==> src/rtl/mcpwm_pkg.sv <==
// Shared types and constants for the multichannel PWM pin-mask generator.
package mcpwm_pkg;

    localparam int DUTY_W = 8;
    localparam int PIN_W  = 6;
    localparam int MASK_W = 32;

    typedef enum logic [1:0] {
        S_IDLE,
        S_TICK,
        S_FILL
    } t_state;

    typedef enum logic [1:0] {
        A_TICK    = 2'd0,
        A_SET_ONE = 2'd1,
        A_SET_ALL = 2'd2,
        A_MAP_PIN = 2'd3
    } t_action;

    typedef struct packed {
        logic              duty_we;
        logic              pin_we;
        logic [DUTY_W-1:0] duty;
        logic [PIN_W-1:0]  pin;
    } t_mem_req;

endpackage

==> src/rtl/mcpwm_mem.sv <==
// Duty and pin tables: synchronous memories with per-entry valid bits.
module mcpwm_mem #(
    parameter int CHANNELS = 16,
    parameter int AW       = 4
) (
    input  logic                         i_clk,
    input  logic                         i_rst_n,
    input  mcpwm_pkg::t_mem_req          i_req,
    input  logic [AW-1:0]                i_waddr,
    input  logic [AW-1:0]                i_raddr,
    output logic [mcpwm_pkg::DUTY_W-1:0] o_rd_duty,
    output logic [mcpwm_pkg::PIN_W-1:0]  o_rd_pin
);
    import mcpwm_pkg::*;

    logic [DUTY_W-1:0]   r_duty_mem [CHANNELS];
    logic [PIN_W-1:0]    r_pin_mem  [CHANNELS];
    logic [CHANNELS-1:0] r_duty_vld;
    logic [CHANNELS-1:0] r_pin_vld;
    logic [DUTY_W-1:0]   r_rd_duty;
    logic [PIN_W-1:0]    r_rd_pin;

    always_ff @(posedge i_clk) begin
        if (!i_rst_n) begin
            r_duty_vld <= '0;
            r_pin_vld  <= '0;
        end else begin
            if (i_req.duty_we) begin
                r_duty_vld[i_waddr] <= 1'b1;
            end
            if (i_req.pin_we) begin
                r_pin_vld[i_waddr] <= 1'b1;
            end
        end
    end

    always_ff @(posedge i_clk) begin
        if (i_req.duty_we) begin
            r_duty_mem[i_waddr] <= i_req.duty;
        end
        if (i_req.pin_we) begin
            r_pin_mem[i_waddr] <= i_req.pin;
        end
        r_rd_duty <= r_duty_vld[i_raddr] ? r_duty_mem[i_raddr] : '0;
        r_rd_pin  <= r_pin_vld[i_raddr] ? r_pin_mem[i_raddr] : '0;
    end

    assign o_rd_duty = r_rd_duty;
    assign o_rd_pin  = r_rd_pin;

endmodule

==> src/rtl/mcpwm_ctrl.sv <==
// Request sequencer: table walk for ticks, duty fill, mask accumulation, phase counter.
module mcpwm_ctrl #(
    parameter int CHANNELS   = 16,
    parameter int RESOLUTION = 8,
    parameter int AW         = 4
) (
    input  logic                         i_clk,
    input  logic                         i_rst_n,
    input  logic                         i_cfg_we,
    input  logic [4:0]                   i_cfg_wdata,
    input  logic                         start,
    output logic                         busy,
    input  logic [1:0]                   i_action,
    input  logic [3:0]                   i_channel,
    input  logic [15:0]                  i_duty,
    input  logic [5:0]                   i_pin,
    output logic                         o_strobe,
    output logic [31:0]                  o_set_low,
    output logic [31:0]                  o_clear_low,
    output logic [31:0]                  o_set_high,
    output logic [31:0]                  o_clear_high,
    output logic                         o_error,
    output mcpwm_pkg::t_mem_req          o_req,
    output logic [AW-1:0]                o_waddr,
    output logic [AW-1:0]                o_raddr,
    input  logic [mcpwm_pkg::DUTY_W-1:0] i_rd_duty,
    input  logic [mcpwm_pkg::PIN_W-1:0]  i_rd_pin
);
    import mcpwm_pkg::*;

    localparam int LW = $clog2(CHANNELS + 1);

    t_state            r_state, n_state;
    logic [LW-1:0]     r_idx, n_idx;
    logic              r_pend, n_pend;
    logic              r_strobe, n_strobe;
    logic [RESOLUTION-1:0] r_phase, n_phase;
    logic [4:0]        r_active;
    logic [MASK_W-1:0] r_mask [4];
    logic [MASK_W-1:0] n_mask [4];
    logic              r_err, n_err;
    logic [DUTY_W-1:0] r_wduty, n_wduty;
    logic [LW-1:0]     live;
    logic              on;

    assign live = (32'(r_active) > 32'(CHANNELS)) ? LW'(CHANNELS) : LW'(r_active);
    assign on   = i_rd_duty > DUTY_W'(r_phase);

    always_comb begin
        n_state  = r_state;
        n_idx    = r_idx;
        n_pend   = 1'b0;
        n_strobe = 1'b0;
        n_phase  = r_phase;
        n_mask   = r_mask;
        n_err    = r_err;
        n_wduty  = r_wduty;
        o_req    = '0;
        o_waddr  = r_idx[AW-1:0];
        o_raddr  = r_idx[AW-1:0];
        case (r_state)
            S_IDLE: begin
                if (start) begin
                    n_mask = '{default: '0};
                    n_err  = 1'b0;
                    n_idx  = '0;
                    case (t_action'(i_action))
                        A_TICK: begin
                            n_state = S_TICK;
                        end
                        A_SET_ONE: begin
                            if (32'(i_channel) >= 32'(live)) begin
                                n_err = 1'b1;
                            end else begin
                                o_req.duty_we = 1'b1;
                                o_req.duty    = i_duty[15:8];
                                o_waddr       = AW'(i_channel);
                            end
                            n_strobe = 1'b1;
                        end
                        A_SET_ALL: begin
                            n_wduty = i_duty[15:8];
                            n_state = S_FILL;
                        end
                        A_MAP_PIN: begin
                            if (32'(i_channel) < 32'(CHANNELS)) begin
                                o_req.pin_we = 1'b1;
                                o_req.pin    = i_pin;
                                o_waddr      = AW'(i_channel);
                            end
                            n_strobe = 1'b1;
                        end
                        default: begin
                            n_strobe = 1'b1;
                        end
                    endcase
                end
            end
            S_TICK: begin
                if (r_idx < live) begin
                    n_idx  = LW'(r_idx + 1'b1);
                    n_pend = 1'b1;
                end
                if (r_pend) begin
                    n_mask[{i_rd_pin[5], ~on}] = r_mask[{i_rd_pin[5], ~on}]
                                                 | (MASK_W'(1) << i_rd_pin[4:0]);
                end
                if (r_idx == live && !r_pend) begin
                    n_strobe = 1'b1;
                    n_phase  = r_phase + 1'b1;
                    n_state  = S_IDLE;
                end
            end
            S_FILL: begin
                if (r_idx < live) begin
                    o_req.duty_we = 1'b1;
                    o_req.duty    = r_wduty;
                    n_idx         = LW'(r_idx + 1'b1);
                end else begin
                    n_strobe = 1'b1;
                    n_state  = S_IDLE;
                end
            end
            default: begin
                n_state = S_IDLE;
            end
        endcase
    end

    always_ff @(posedge i_clk) begin
        if (!i_rst_n) begin
            r_state  <= S_IDLE;
            r_idx    <= '0;
            r_pend   <= 1'b0;
            r_strobe <= 1'b0;
            r_phase  <= '0;
            r_active <= '0;
        end else begin
            r_state  <= n_state;
            r_idx    <= n_idx;
            r_pend   <= n_pend;
            r_strobe <= n_strobe;
            r_phase  <= n_phase;
            if (i_cfg_we) begin
                r_active <= i_cfg_wdata;
            end
        end
    end

    always_ff @(posedge i_clk) begin
        r_mask  <= n_mask;
        r_err   <= n_err;
        r_wduty <= n_wduty;
    end

    assign busy         = (r_state != S_IDLE);
    assign o_strobe     = r_strobe;
    assign o_set_low    = r_mask[0];
    assign o_clear_low  = r_mask[1];
    assign o_set_high   = r_mask[2];
    assign o_clear_high = r_mask[3];
    assign o_error      = r_err;

endmodule

==> src/rtl/multichannel_pwm_pin_masks_top.sv <==
// Top level of the multichannel PWM pin-mask generator.
// A request is taken when start is high and busy is low. Its result appears on the output
// ports for one cycle with o_strobe high and must be captured then, since the receiver
// cannot stall the block. The live count is the active count capped at CHANNELS. A tick
// walks the duty and pin tables one channel per cycle through the table read port. Busy
// stays high for the walk, also when no channel is live, and the result appears in the
// cycle in which busy falls. Set-all writes one channel per cycle through the table write
// port while busy is high, and the result likewise appears as busy falls. Set-one and
// map-pin complete in the request cycle, busy stays low and the result follows in the
// next cycle.
module multichannel_pwm_pin_masks_top #(
    parameter int CHANNELS   = 16,
    parameter int RESOLUTION = 8
) (
    input  logic        i_clk,
    input  logic        i_rst_n,
    input  logic        i_cfg_we,
    input  logic [4:0]  i_cfg_wdata,
    input  logic        start,
    output logic        busy,
    input  logic [1:0]  i_action,
    input  logic [3:0]  i_channel,
    input  logic [15:0] i_duty,
    input  logic [5:0]  i_pin,
    output logic        o_strobe,
    output logic [31:0] o_set_low,
    output logic [31:0] o_clear_low,
    output logic [31:0] o_set_high,
    output logic [31:0] o_clear_high,
    output logic        o_error
);
    import mcpwm_pkg::*;

    localparam int AW = (CHANNELS > 1) ? $clog2(CHANNELS) : 1;

    t_mem_req          req;
    logic [AW-1:0]     waddr;
    logic [AW-1:0]     raddr;
    logic [DUTY_W-1:0] rd_duty;
    logic [PIN_W-1:0]  rd_pin;

    mcpwm_ctrl #(
        .CHANNELS   (CHANNELS),
        .RESOLUTION (RESOLUTION),
        .AW         (AW)
    ) u_ctrl (
        .i_clk        (i_clk),
        .i_rst_n      (i_rst_n),
        .i_cfg_we     (i_cfg_we),
        .i_cfg_wdata  (i_cfg_wdata),
        .start        (start),
        .busy         (busy),
        .i_action     (i_action),
        .i_channel    (i_channel),
        .i_duty       (i_duty),
        .i_pin        (i_pin),
        .o_strobe     (o_strobe),
        .o_set_low    (o_set_low),
        .o_clear_low  (o_clear_low),
        .o_set_high   (o_set_high),
        .o_clear_high (o_clear_high),
        .o_error      (o_error),
        .o_req        (req),
        .o_waddr      (waddr),
        .o_raddr      (raddr),
        .i_rd_duty    (rd_duty),
        .i_rd_pin     (rd_pin)
    );

    mcpwm_mem #(
        .CHANNELS (CHANNELS),
        .AW       (AW)
    ) u_mem (
        .i_clk     (i_clk),
        .i_rst_n   (i_rst_n),
        .i_req     (req),
        .i_waddr   (waddr),
        .i_raddr   (raddr),
        .o_rd_duty (rd_duty),
        .o_rd_pin  (rd_pin)
    );

endmodule
==> config.mk <==
export PLATFORM = sky130hd
export DESIGN_NAME = multichannel_pwm_pin_masks_top
export DESIGN_NICKNAME = d
export VERILOG_FILES = /design/src/rtl/mcpwm_pkg.sv /design/src/rtl/mcpwm_mem.sv /design/src/rtl/mcpwm_ctrl.sv /design/src/rtl/multichannel_pwm_pin_masks_top.sv
export SDC_FILE = /design/constraint.sdc
export NUM_CORES = 1
export LEC_CHECK = 0
export ABC_AREA = 1
export BUFFER_PORTS_ARGS = -buffer_cell sky130_fd_sc_hd__buf_2
export CAP_MARGIN = 20
export CORE_ASPECT_RATIO = 2
export CORE_UTILIZATION = 50
export CTS_BUF_LIST = sky130_fd_sc_hd__clkbuf_8 sky130_fd_sc_hd__clkbuf_16
export CTS_CLUSTER_SIZE = 20
export DETAILED_ROUTE_END_ITERATION = 16
export PLACE_DENSITY = 0.72
export SYNTH_ARGS = -nofsm -noshare
export SYNTH_HDL_FRONTEND = slang
export SYNTH_HIERARCHICAL = 1
export SYNTH_SLANG_ARGS = --single-unit
==> constraint.sdc <==
create_clock -name i_clk -period 21.8 [get_ports i_clk]
set_clock_uncertainty 0.1 [all_clocks]
set_input_delay 1.09 -clock i_clk [delete_from_list [all_inputs] [get_ports i_clk]]
set_output_delay 1.09 -clock i_clk [all_outputs]
set_load 0.03 [all_outputs]
== After elaboration in Yosys (flattened, before gate mapping) ==
Memories as Yosys holds them, arrays and structs flattened. A register that Yosys moved wholly into a read port is not among the register bits.
Cells that the tools add are included.
Storage, ports and cells
  bits in read-only memories: 0
  input port bits: 37
  register bits: 191
  memories: 2
  output and inout bits: 131
  latch bits: 0
  RAM bits: 224
  logic and storage cells: 116
Memory list
  u_mem.r_duty_mem: depth 16, width 8, read ports 1, clocked after memory_dff 1, wr ports 1, RTL line mcpwm_mem.sv:16  | logic [DUTY_W-1:0] r_duty_mem [CHANNELS];
  u_mem.r_pin_mem: depth 16, width 6, read ports 1, clocked after memory_dff 1, wr ports 1, RTL line mcpwm_mem.sv:17  | logic [PIN_W-1:0] r_pin_mem [CHANNELS];
Cells by class
  reductions and logical operators: 20
  bitwise operators: 5
  eq/ne operators: 12
  order comparisons: 9
  multiplexer cells: 51
  $add $sub $neg: 2
  div/mod/pow operators: 0
  shifts and indexed selects: 1
  $mul: 0
Operators with widths (number)
  $mux W128: 2
  $pmux W128 S2: 1
  $bwmux W128: 1
  $mux W32: 3
  $bmux W32 S2: 1
  $demux W32 S2: 1
  $or A16 B16 Y16: 2
  $or A32 B32 Y32: 1
  $shl A1 B5 Y32 const A: 1
  $mux W8: 3
  $mux W1: 17
  $mux W16: 1
  $pmux W8 S2: 1
  $mux W5: 3
  $mux W4: 3
  $mux W6: 2
  $lt A4 B5 Y1 const B: 2
  $pmux W5 S2: 1
  $reduce_and A3 Y1: 3
  $add A8 B1 Y8 const B: 1
  $bmux W1 S4: 2
  $gt A8 B8 Y1: 1
  $pmux W4 S2: 1
  $eq A2 B2 Y1 const B: 3
  27 further kinds: 43

== Depth between registers and ports, before layout ==
Gate-level depths: netlist (run 1).
  depth after elaboration: 12
  gate-level depth with buffers: 18
  gate-level depth less buffers: 17

== Modules after synthesis ==
The synthesis (run 1) kept the hierarchy.
By module, submodules not included
  mcpwm_mem: cells each 1207, area each 11548.6 um2, sequential area each 7647.3 um2, times used 1
  mcpwm_ctrl: cells each 1119, area each 9171.3 um2, sequential area each 4554.4 um2, times used 1

== Worst setup path after synthesis (run 1) ==
No wires, ideal clock.
  path type: input to register
  start: input start
  end: register u_ctrl.r_mask (netlist bit u_ctrl/o_clear_high[0]), enable pin
  arrival time: 7.489 ns
  slack: 13.554 ns
  cell stages on the path: 4
  library setup time: 0.658 ns
  cells stage by stage: nand2_1 -> inv_1 -> a21oi_1 -> a21oi_1
On the way
  word-level cells in the longest chain between the ends: 2
Ends and longest elaborated chain
  start, declared: RTL line multichannel_pwm_pin_masks_top.sv:19  | input logic start,
  $ne A2 B2 Y1 (no source line)
  $reduce_and A3 Y1 (no source line)
  end signal, assigned: RTL line mcpwm_ctrl.sv:151  | r_mask <= n_mask;
  end, declared: RTL line mcpwm_ctrl.sv:39  | logic [MASK_W-1:0] r_mask [4];
No other way between the ends.
A chain may end at the register's enable or synchronous reset.

== Worst setup path in the final report (run 1) ==
  start: register u_ctrl.r_active[0]
  end: memory u_mem.r_duty_mem[5][1], enable pin
On the way
  elaborated cells between the ends (all ways): 15
RTL lines
  start, declared: RTL line mcpwm_ctrl.sv:38  | logic [4:0] r_active;
  start signal, assigned: RTL line mcpwm_ctrl.sv:145  | r_active <= i_cfg_wdata;
  $gt A5 B5 Y1: RTL line mcpwm_ctrl.sv:46  | assign live = (32'(r_active) > 32'(CHANNELS)) ? LW'(CHANNELS) : LW'(r_active);
  $mux W5 (*): RTL line mcpwm_ctrl.sv:46
  $ge A4 B5 Y1 (*): RTL line mcpwm_ctrl.sv:72  | if (32'(i_channel) >= 32'(live)) begin
  $mux W4 (*): RTL line mcpwm_ctrl.sv:72
  $pmux W4 S2 (*): RTL line mcpwm_ctrl.sv:67  | case (t_action'(i_action))
  $mux W4 (*): RTL line mcpwm_ctrl.sv:63  | if (start) begin
  $mux W4 (*): RTL line mcpwm_ctrl.sv:61  | case (r_state)
  named net waddr[2]: RTL line multichannel_pwm_pin_masks_top.sv:37  | logic [AW-1:0] waddr;
  end, declared: RTL line mcpwm_mem.sv:16
The timed path passes the listed nets; every way through them passes the cells marked *.

==> results.md, run 1 <==
| Parameter | Reported |
|:---|:---|
| Synth Instances | 2326 |
| Total half-perimeter wirelength after legalization and detailed placement | 37.2 mm |
| DIE WIDTH | 146 um |
| Kind of end point of the critical path | register |
| Proportion of layout cells with a drive suffix above 1 | 10.9% |
| Grt ovf | 0 |
| Clock tree from TritonCTS | done |
| Worst R2R Setup Slack | 17280 ps |
| Worst hold path type | register to register |
| Cell seen most often among critical-path stages | sky130_fd_sc_hd__inv_1 |
| Worst min-delay path startpoint | u_mem/r_duty_vld[14] |
| Worst IR drop on VDD | 0.163 mV |
| Peak Freq | 0.221 GHz |
| Number of failing hold endpoints at the final stage | 0 |
| Register cell area after layout | 12200 um^2 |
| Area share of the largest cell type after synthesis | 52.3% |
| Area delta synth->final | 11.4% |
| Cell at the root of the clock tree | sky130_fd_sc_hd__clkbuf_16 |
| Worst slack at placement | 17240 ps |
| Library cells used by synthesis | 40 |
| DP Cell Count | 2921 |
| Sequential-to-total area share from yosys stat | 58.9% |
| Power density cells | 155 nW/um^2 |
| Maximum fanout encountered on the critical timing path | 8 |
| Number of buffers inserted by port buffering | 159 |
| Die area | 42300 um^2 |
| Fraction of the cycle the final worst path needs | 20.7% |
| Count of buffering cells on the critical path with inverters included | 4 |
| Total via count after detailed routing | 16351 |
| Routability congestion estimate | 0.881 |
| Clock latency of the later-clocked register in the worst-skew pair | 540 ps |
| Number of synthesized register bits | 429 |
| Reg-to-Reg Start | u_ctrl/r_active[0] |
| # Post-CTS Setup Buffers | 0 |
| Area leader, netlist | sky130_fd_sc_hd__edfxtp_1 |
| Final ANT Viol Nets | 0 |
| Run status | completed |
| End point of the worst hold path | u_mem/r_duty_vld[14] |
| Cells on Worst Hold Path | 2 |
| Clock Sink Count | 429 |
| Rows | 105 |
| Critical path's slowest cell | sky130_fd_sc_hd__o41ai_1 |
| Post-synthesis average cell area | 8.91 um^2 |
| Area inside the core boundary | 41000 um^2 |
| Number of global-route vias before repair | 16062 |
| First-pass GRT wire length | 85.1 mm |
| Element type at the critical path start | register |
| Transition time at the pin with the least slew margin | 1150 ps |
| Critical setup path kind | register to register |
| Worst path cell trace | o41ai_1, nand2_1, ha_1, a21boi_0, nand4_1, o211ai_1, inv_1, o21ai_1, nor2_1, a21oi_1, inv_1, nor2_1, inv_1, nor2_1, nand2_1, inv_1 |
| Number of vias per cell | 5.47 |
| R2R Path End | u_mem/r_duty_mem[5][1] |
| Post-synthesis async set-or-reset flop share | 0% |
| Initial antenna violation count | 0 |
| Clock input transition at the sequential cells of the worst setup and hold paths | 70 ps |
| CTS max path bufs | 3 |
| Total power consumption of the routed design | 0.00358 W |
| Number of synthesized flops with an enable pin | 361 |
| Crit. Startpoint | u_ctrl/r_active[0] |
| Sum of negative setup slack | 0 ps |
| Total of fill cells in the finished design | 3542 |
| Number of remaining DRC errors | 0 |
| Final critical-path required period | 4520 ps |
| Final std cells w/o fill | 2989 |
| Count of pins over their slew limit | 0 |
| Resized Gates After CTS | 0 |
| Worst path max stage delay | 530 ps |
| Total routed wirelength | 55.2 mm |
| Cell types occupying the most area after synthesis | sky130_fd_sc_hd__edfxtp_1 52%, sky130_fd_sc_hd__nand2_1 10%, sky130_fd_sc_hd__inv_1 7.9% |
| Arr. time, crit path | 4590 ps |
| Synth warn | 6 |
| Overall global routing resource usage | 25.9% |
| Routed length per placed instance | 18.5 um |
| Total area of multi-input combinational cells | 6270 um^2 |
| Count of boundary I/O pins | 168 |
| Final net count | 2486 |
| Count of maximum capacitance violations | 0 |
| Rel. slew slack | 23.3% |
| DIE HEIGHT | 290 um |
| Gate family responsible for the most delay along the worst path | compound AO/OA/AOI/OAI gates |
| Number of diodes | 0 |
| CTS hold repair buffers | 0 |
| Number of cells traversed by the worst register-to-register path | 16 |
| Setup repair after global routing missed its margin | false |
| Leakage power | 10.3 nW |
| Final setup vio count | 0 |
| First-pass iteration count of the detailed router | 8 |
| Post-Syn Nets | 2386 |
| Maximum number of pins on one net before global-route repair | 109 |
| Effective utilization at floorplan | 50.5% |
| Depth of the CTS H-tree | 2 |
| Num CTS Buffers | 37 |
| Post-route setup slack | 17280 ps |
| Iteration-0 DRC count of the detailed router | 1200 |
| Leading register cell type out of synthesis | sky130_fd_sc_hd__edfxtp_1 |
| Worst Path Required | 21870 ps |
| Total standard cell area after synthesis | 20700 um^2 |
[worst max-delay path by stage]
| stage | cells after the start | to | slack [ps] |
|---|---|---|---|
| 3_3_place_gp | 15 | u_mem/r_duty_mem[3][0] | 17310 |
| 6_report | 16 | u_mem/r_duty_mem[5][1] | 17280 |
| 2_1_floorplan | 4 | u_ctrl/o_clear_high[0] | 13550 |
| 3_5_place_dp | 17 | u_mem/r_duty_mem[4][4] | 17240 |
| 5_1_grt | 14 | u_mem/r_duty_mem[3][0] | 16940 |
| 4_1_cts | 14 | u_mem/r_duty_mem[3][1] | 17410 |
[tightest hold or removal path, stage by stage (launching register included)]
cell and delay [ps]:
sky130_fd_sc_hd__dfxtp_1 300, sky130_fd_sc_hd__inv_1 50, sky130_fd_sc_hd__a21oi_1 60
[cell type report]
type	instances	share of cell area, %
sequential	429	52.9
multi-input combinational	1330	27.2
inverter	446	7.26
clock buffer	43	4.47
timing repair buffer	182	4.28
tap	535	2.90
clock inverter	24	1.02
[state kept, by name (all words and copies together), names as in the netlist]
signal               cells
u_mem/r_duty_mem       128
u_mem/r_pin_mem         96
u_ctrl/o_clear_high     32
u_ctrl/o_clear_low      32
u_ctrl/o_set_high       32
u_ctrl/o_set_low        32
u_mem/r_duty_vld        16
u_mem/r_pin_vld         16
u_ctrl/r_phase           8
u_ctrl/r_wduty           8
u_mem/o_rd_duty          8
u_mem/o_rd_pin           6
u_ctrl/r_active          5
u_ctrl/r_idx             5
u_ctrl/r_state           2
u_ctrl/o_error           1
u_ctrl/o_strobe          1
u_ctrl/r_pend            1
[Yosys cell counts (2+ instances only)]
master                     instances
sky130_fd_sc_hd__buf_2            42
sky130_fd_sc_hd__a31oi_1           5
sky130_fd_sc_hd__buf_1            12
sky130_fd_sc_hd__dfxtp_1          68
sky130_fd_sc_hd__buf_6             2
sky130_fd_sc_hd__inv_1           435
sky130_fd_sc_hd__o21ai_0          59
sky130_fd_sc_hd__nand2_1         565
sky130_fd_sc_hd__or2_2             2
sky130_fd_sc_hd__inv_2             7
sky130_fd_sc_hd__nor2_4            2
sky130_fd_sc_hd__clkinv_1          3
sky130_fd_sc_hd__nor2_2            2
sky130_fd_sc_hd__a211oi_1          2
sky130_fd_sc_hd__edfxtp_1        361
sky130_fd_sc_hd__nor2_1          129
sky130_fd_sc_hd__nand3_1         246
sky130_fd_sc_hd__nand2_4           3
sky130_fd_sc_hd__ha_1             23
sky130_fd_sc_hd__nand4_1          70
sky130_fd_sc_hd__clkbuf_1         42
sky130_fd_sc_hd__buf_4            22
sky130_fd_sc_hd__o21a_1           36
sky130_fd_sc_hd__a21oi_1         138
sky130_fd_sc_hd__o21ai_1          20
sky130_fd_sc_hd__nor3_1           16
[through the flow]
step | cell area [um^2] | utilization [%] | hold WS [ps]
after floorplan | 20700 | - | 331
after global routing | 23100 | 56.3 | 386
final | 23100 | 56.3 | 352
after CTS | 23100 | 56.2 | 354
after detailed placement | 21800 | 53.2 | 345
after global placement | 21800 | 53.1 | 337
[power by group]
group	switching [W]	leakage (nW)	internal, W
Clock	0.000293	0.663	0.000398
Sequential	0.000111	3.98	0.00111
Combinational	0.00129	5.69	0.000382
Total	0.00169	10.3	0.00189
[per-layer routing]
| metal | GRT usage [%] | up-vias | wire length [um] |
|---|---|---|---|
| li1 | - | 7755 | - |
| met1 | 25.7 | 7658 | 18000 |
| met2 | 48.8 | 732 | 29700 |
| met3 | 2.67 | 206 | 3280 |
| met4 | 19.4 | 0 | 4140 |
| met5 | 0 | - | 0 |
[cells in the final DEF, fill, tap and decap left out, types with 36 or more instances in the layout]
cell and instances:
sky130_fd_sc_hd__inv_1 444, sky130_fd_sc_hd__dfxtp_1 66, sky130_fd_sc_hd__edfxtp_1 361, sky130_fd_sc_hd__nor2_1 129, sky130_fd_sc_hd__a21oi_1 137, sky130_fd_sc_hd__nand3_1 246
sky130_fd_sc_hd__clkbuf_16 39, sky130_fd_sc_hd__nand4_1 70, sky130_fd_sc_hd__buf_2 159, sky130_fd_sc_hd__nand2_1 565, sky130_fd_sc_hd__o21ai_0 51, sky130_fd_sc_hd__o21a_1 36
[kinds of logic (layout without fill, tap and decap cells)]
group | count (synthesis) | in the layout | share of synthesized area [%]
xor gates and xnor gates | 1 | 1 | 0.0423
and+or+nand+nor | 1042 | 1042 | 21.7
DFF | 429 | 429 | 58.9
buffers and inverters | 567 | 695 | 11.0
AOI/OAI and AO/OA | 264 | 264 | 6.92
adders and majority gates | 23 | 23 | 1.39
Note: power is estimated with default switching activity, not from simulation.
==> run 2: changes to the inputs <==
--- a/config.mk
+++ b/config.mk
@@ -5,7 +5,7 @@
 export SDC_FILE = /design/constraint.sdc
 export NUM_CORES = 1
 export LEC_CHECK = 0
-export ABC_AREA = 1
+export ABC_AREA = 0
 export BUFFER_PORTS_ARGS = -buffer_cell sky130_fd_sc_hd__buf_2
 export CAP_MARGIN = 20
 export CORE_ASPECT_RATIO = 2
@@ -13,7 +13,7 @@
 export CTS_BUF_LIST = sky130_fd_sc_hd__clkbuf_8 sky130_fd_sc_hd__clkbuf_16
 export CTS_CLUSTER_SIZE = 20
 export DETAILED_ROUTE_END_ITERATION = 16
-export PLACE_DENSITY = 0.72
+export PLACE_DENSITY = 0.73
 export SYNTH_ARGS = -nofsm -noshare
 export SYNTH_HDL_FRONTEND = slang
 export SYNTH_HIERARCHICAL = 1
==> constraint.sdc (replaced) <==
create_clock -name i_clk -period 4.2 [get_ports i_clk]
set_clock_uncertainty 0.1 [all_clocks]
set_input_delay 0.21 -clock i_clk [delete_from_list [all_inputs] [get_ports i_clk]]
set_output_delay 0.21 -clock i_clk [all_outputs]
set_load 0.03 [all_outputs]
==> results.md, run 2 <==
| Parameter | Reported |
|:---|:---|
| Clock Sink Count | 429 |
| Sum of negative setup slack | 0 ps |
| Peak Freq | 0.263 GHz |
| Final setup vio count | 0 |
| Total standard cell area after synthesis | 18100 um^2 |
| Share of power burned in combinational logic | 28.3% |
| Most frequent cells in the layout | 361 x sky130_fd_sc_hd__edfxtp_1, 160 x sky130_fd_sc_hd__buf_2, 154 x sky130_fd_sc_hd__nand2_1 |
| Cell at the root of the clock tree | sky130_fd_sc_hd__clkbuf_16 |
| Dominant cell by count in the synthesized netlist | sky130_fd_sc_hd__edfxtp_1 |
| Routability congestion estimate | 0.835 |
| Power density cells | 607 nW/um^2 |
| R2R Path End | u_mem/r_duty_mem[4][7] |
| Total of fill cells in the finished design | 2733 |
| Number of global-route vias before repair | 11362 |
| Iteration-0 DRC count of the detailed router | 748 |
| Reg-to-Reg Start | u_ctrl/r_active[4] |
| CTS hold repair buffers | 19 |
| First-pass iteration count of the detailed router | 5 |
| Area leader, netlist | sky130_fd_sc_hd__edfxtp_1 |
| Maximum number of pins on one net before global-route repair | 69 |
| Final ANT Viol Nets | 0 |
| Worst setup endpoint | u_mem/r_duty_mem[4][7] |
| Worst hold path type | input pin to register |
| # Post-CTS Setup Buffers | 0 |
| Number of buffers inserted by port buffering | 159 |
| Switching share of power | 34.8% |
| DIE HEIGHT | 271 um |
| Worst IR drop on VDD | 0.682 mV |
| Final critical-path required period | 3810 ps |
| Post-synthesis async set-or-reset flop share | 0% |
| Count of boundary I/O pins | 168 |
| Total routed wirelength | 42.8 mm |
| Total via count after detailed routing | 11163 |
| Library cells used by synthesis | 56 |
| Cell types occupying the most area after synthesis | sky130_fd_sc_hd__edfxtp_1 60%, sky130_fd_sc_hd__dfxtp_1 7.5%, sky130_fd_sc_hd__mux4_2 4.7% |
| Synth warn | 6 |
| Effective utilization at floorplan | 50.8% |
| Setup repair after global routing missed its margin | false |
| Seq pwr share | 46.5% |
| Max reg flops | 128 |
| Count of pins over their slew limit | 0 |
| Leakage power | 7.35 nW |
| NetSw | 0.00436 W |
| Synth Instances | 1229 |
| Number of vias per cell | 5.93 |
| Proportion of layout cells with a drive suffix above 1 | 22.2% |
| Transition time at the pin with the least slew margin | 969 ps |
| Worst R2R Setup Slack | 390 ps |
| Grt ovf | 0 |
| Number of synthesized register bits | 429 |
| Overall global routing resource usage | 23.6% |
| Post-Syn Nets | 1289 |
| Resized Gates After CTS | 0 |
| Clock tree from TritonCTS | done |
| Clock input transition at the sequential cells of the worst setup and hold paths | 60 ps |
| Final net count | 1467 |
| Worst min-delay path startpoint | start |
| First-pass GRT wire length | 65.0 mm |
| Clock latency of the later-clocked register in the worst-skew pair | 530 ps |
| Worst Hold Slack | 28.6 ps |
| Rows | 98 |
| Run status | completed |
| Post-route setup slack | 394 ps |
| Maximum fanout encountered on the critical timing path | 11 |
| Largest registers in the final layout | u_mem/r_duty_mem: 128 flops, u_mem/r_pin_mem: 96 flops |
| Largest Register | u_mem/r_duty_mem |
| Number of cells traversed by the worst register-to-register path | 9 |
| Total power consumption of the routed design | 0.0125 W |
| Total half-perimeter wirelength after legalization and detailed placement | 30.0 mm |
| Die area | 37100 um^2 |
| Crit. Startpoint | u_ctrl/r_active[4] |
| Area inside the core boundary | 35700 um^2 |
| Leading register cell type out of synthesis | sky130_fd_sc_hd__edfxtp_1 |
| Number of failing hold endpoints at the final stage | 0 |
| Fraction of the cycle the final worst path needs | 90.6% |
| Area delta synth->final | 14.0% |
| Worst Path Required | 4250 ps |
| Number of synthesized flops with an enable pin | 361 |
| Number of diodes | 0 |
| Post-synthesis average cell area | 14.8 um^2 |
| Count of maximum capacitance violations | 0 |
| Area share of the largest cell type after synthesis | 59.8% |
| Sequential-to-total area share from yosys stat | 67.3% |
| Initial antenna violation count | 0 |
| Number of remaining DRC errors | 0 |
| Arr. time, crit path | 3850 ps |
| DIE WIDTH | 137 um |
| Most instantiated cells after synthesis | 361 x sky130_fd_sc_hd__edfxtp_1, 154 x sky130_fd_sc_hd__nand2_1, 97 x sky130_fd_sc_hd__o21a_1, 84 x sky130_fd_sc_hd__a21oi_1, 71 x sky130_fd_sc_hd__o21ai_0 |
| Worst slack at placement | 357 ps |
| Kind of end point of the critical path | register |
| Routed length per placed instance | 22.8 um |
| Rel. slew slack | 34.9% |
| Cell Int Power | 0.00819 W |
| Depth of the CTS H-tree | 2 |
| Num CTS Buffers | 36 |
| Share of total power in the clock network | 25.2% |
| Critical setup path kind | register to register |
| Most common cell after layout, fill and taps aside | sky130_fd_sc_hd__edfxtp_1 |
| Element type at the critical path start | register |
| CTS max path bufs | 3 |
-- run 2: changes by cell type in the layout (fill, tap and decap cells not counted), sizes merged, moves of 58 or more --
cell | previous run | this run
mux4 | 0 | 64
nand4 | 72 | 14
nand2 | 569 | 154
o21a | 36 | 97
inv | 455 | 26
nand3 | 246 | 6
nor2 | 133 | 38
-- run 2: cell families (layout without fill, tap and decap cells) --
group | after synthesis | after routing | share of synthesized area, %
buffers and inverters | 99 | 301 | 3.05
flip-flops | 429 | 429 | 67.3
AND/OR/NAND/NOR | 288 | 288 | 7.73
AO/OA/AOI/OAI | 305 | 305 | 10.7
adder cells (fa/ha/maj) | 23 | 23 | 1.59
XOR/XNOR | 8 | 8 | 0.386
multiplexers | 77 | 77 | 9.22
-- run 2: worst min-delay path by stage --
stage	to	slack (ps)	depth (start not counted)
final	u_ctrl/o_error	30	3
after detailed placement	u_ctrl/r_wduty[2]	310	1
after CTS	u_ctrl/o_error	0.7	3
after global placement	u_ctrl/r_wduty[2]	310	1
after global routing	u_ctrl/o_error	30	3
after floorplan	u_ctrl/r_wduty[0]	210	0
-- run 2: layer usage --
layer	global-route usage (%)	vias to the layer above	wire length, um
li1	-	5051	-
met1	22.9	5581	13800
met2	45.2	411	24400
met3	3.31	120	2050
met4	14.7	0	2600
met5	0	-	0
-- run 2: final cells by class --
class                      count  area, um^2  share of cell area [%]
multi-input combinational    701        5410                    26.2
tap                          450         563                    2.72
inverter                      19        71.3                   0.345
clock buffer                  40         967                    4.68
sequential                   429       12200                    59.1
timing repair buffer         220        1310                    6.34
clock inverter                22         138                   0.666
-- run 2: per-stage QoR --
stage	util, %	instances	cell area, um^2
CTS	57.9	1879	20700
global placement	54.2	1797	19400
global route	57.9	1881	20700
floorplan	-	1229	18100
finish	57.9	1881	20700
detailed placement	54.3	1798	19400
-- run 2: power by group through the flow --
stage,logic (W),clock network (W),registers (W)
2_1_floorplan,0.00159,0,0.00690
3_3_place_gp,0.00348,0,0.00589
3_5_place_dp,0.00354,0,0.00592
4_1_cts,0.00357,0.00323,0.00583
5_1_grt,0.00378,0.00339,0.00591
6_report,0.00356,0.00316,0.00583
-- run 2: worst max-delay path, cell delays in order (launching register included) --
cell,delay (ps)
sky130_fd_sc_hd__dfxtp_1,360
sky130_fd_sc_hd__nor2b_1,200
sky130_fd_sc_hd__ha_1,260
sky130_fd_sc_hd__nand2b_1,140
sky130_fd_sc_hd__a211o_1,290
sky130_fd_sc_hd__a31oi_1,280
sky130_fd_sc_hd__o31a_1,290
sky130_fd_sc_hd__mux2_2,500
sky130_fd_sc_hd__nand2b_1,250
sky130_fd_sc_hd__nor2_1,750
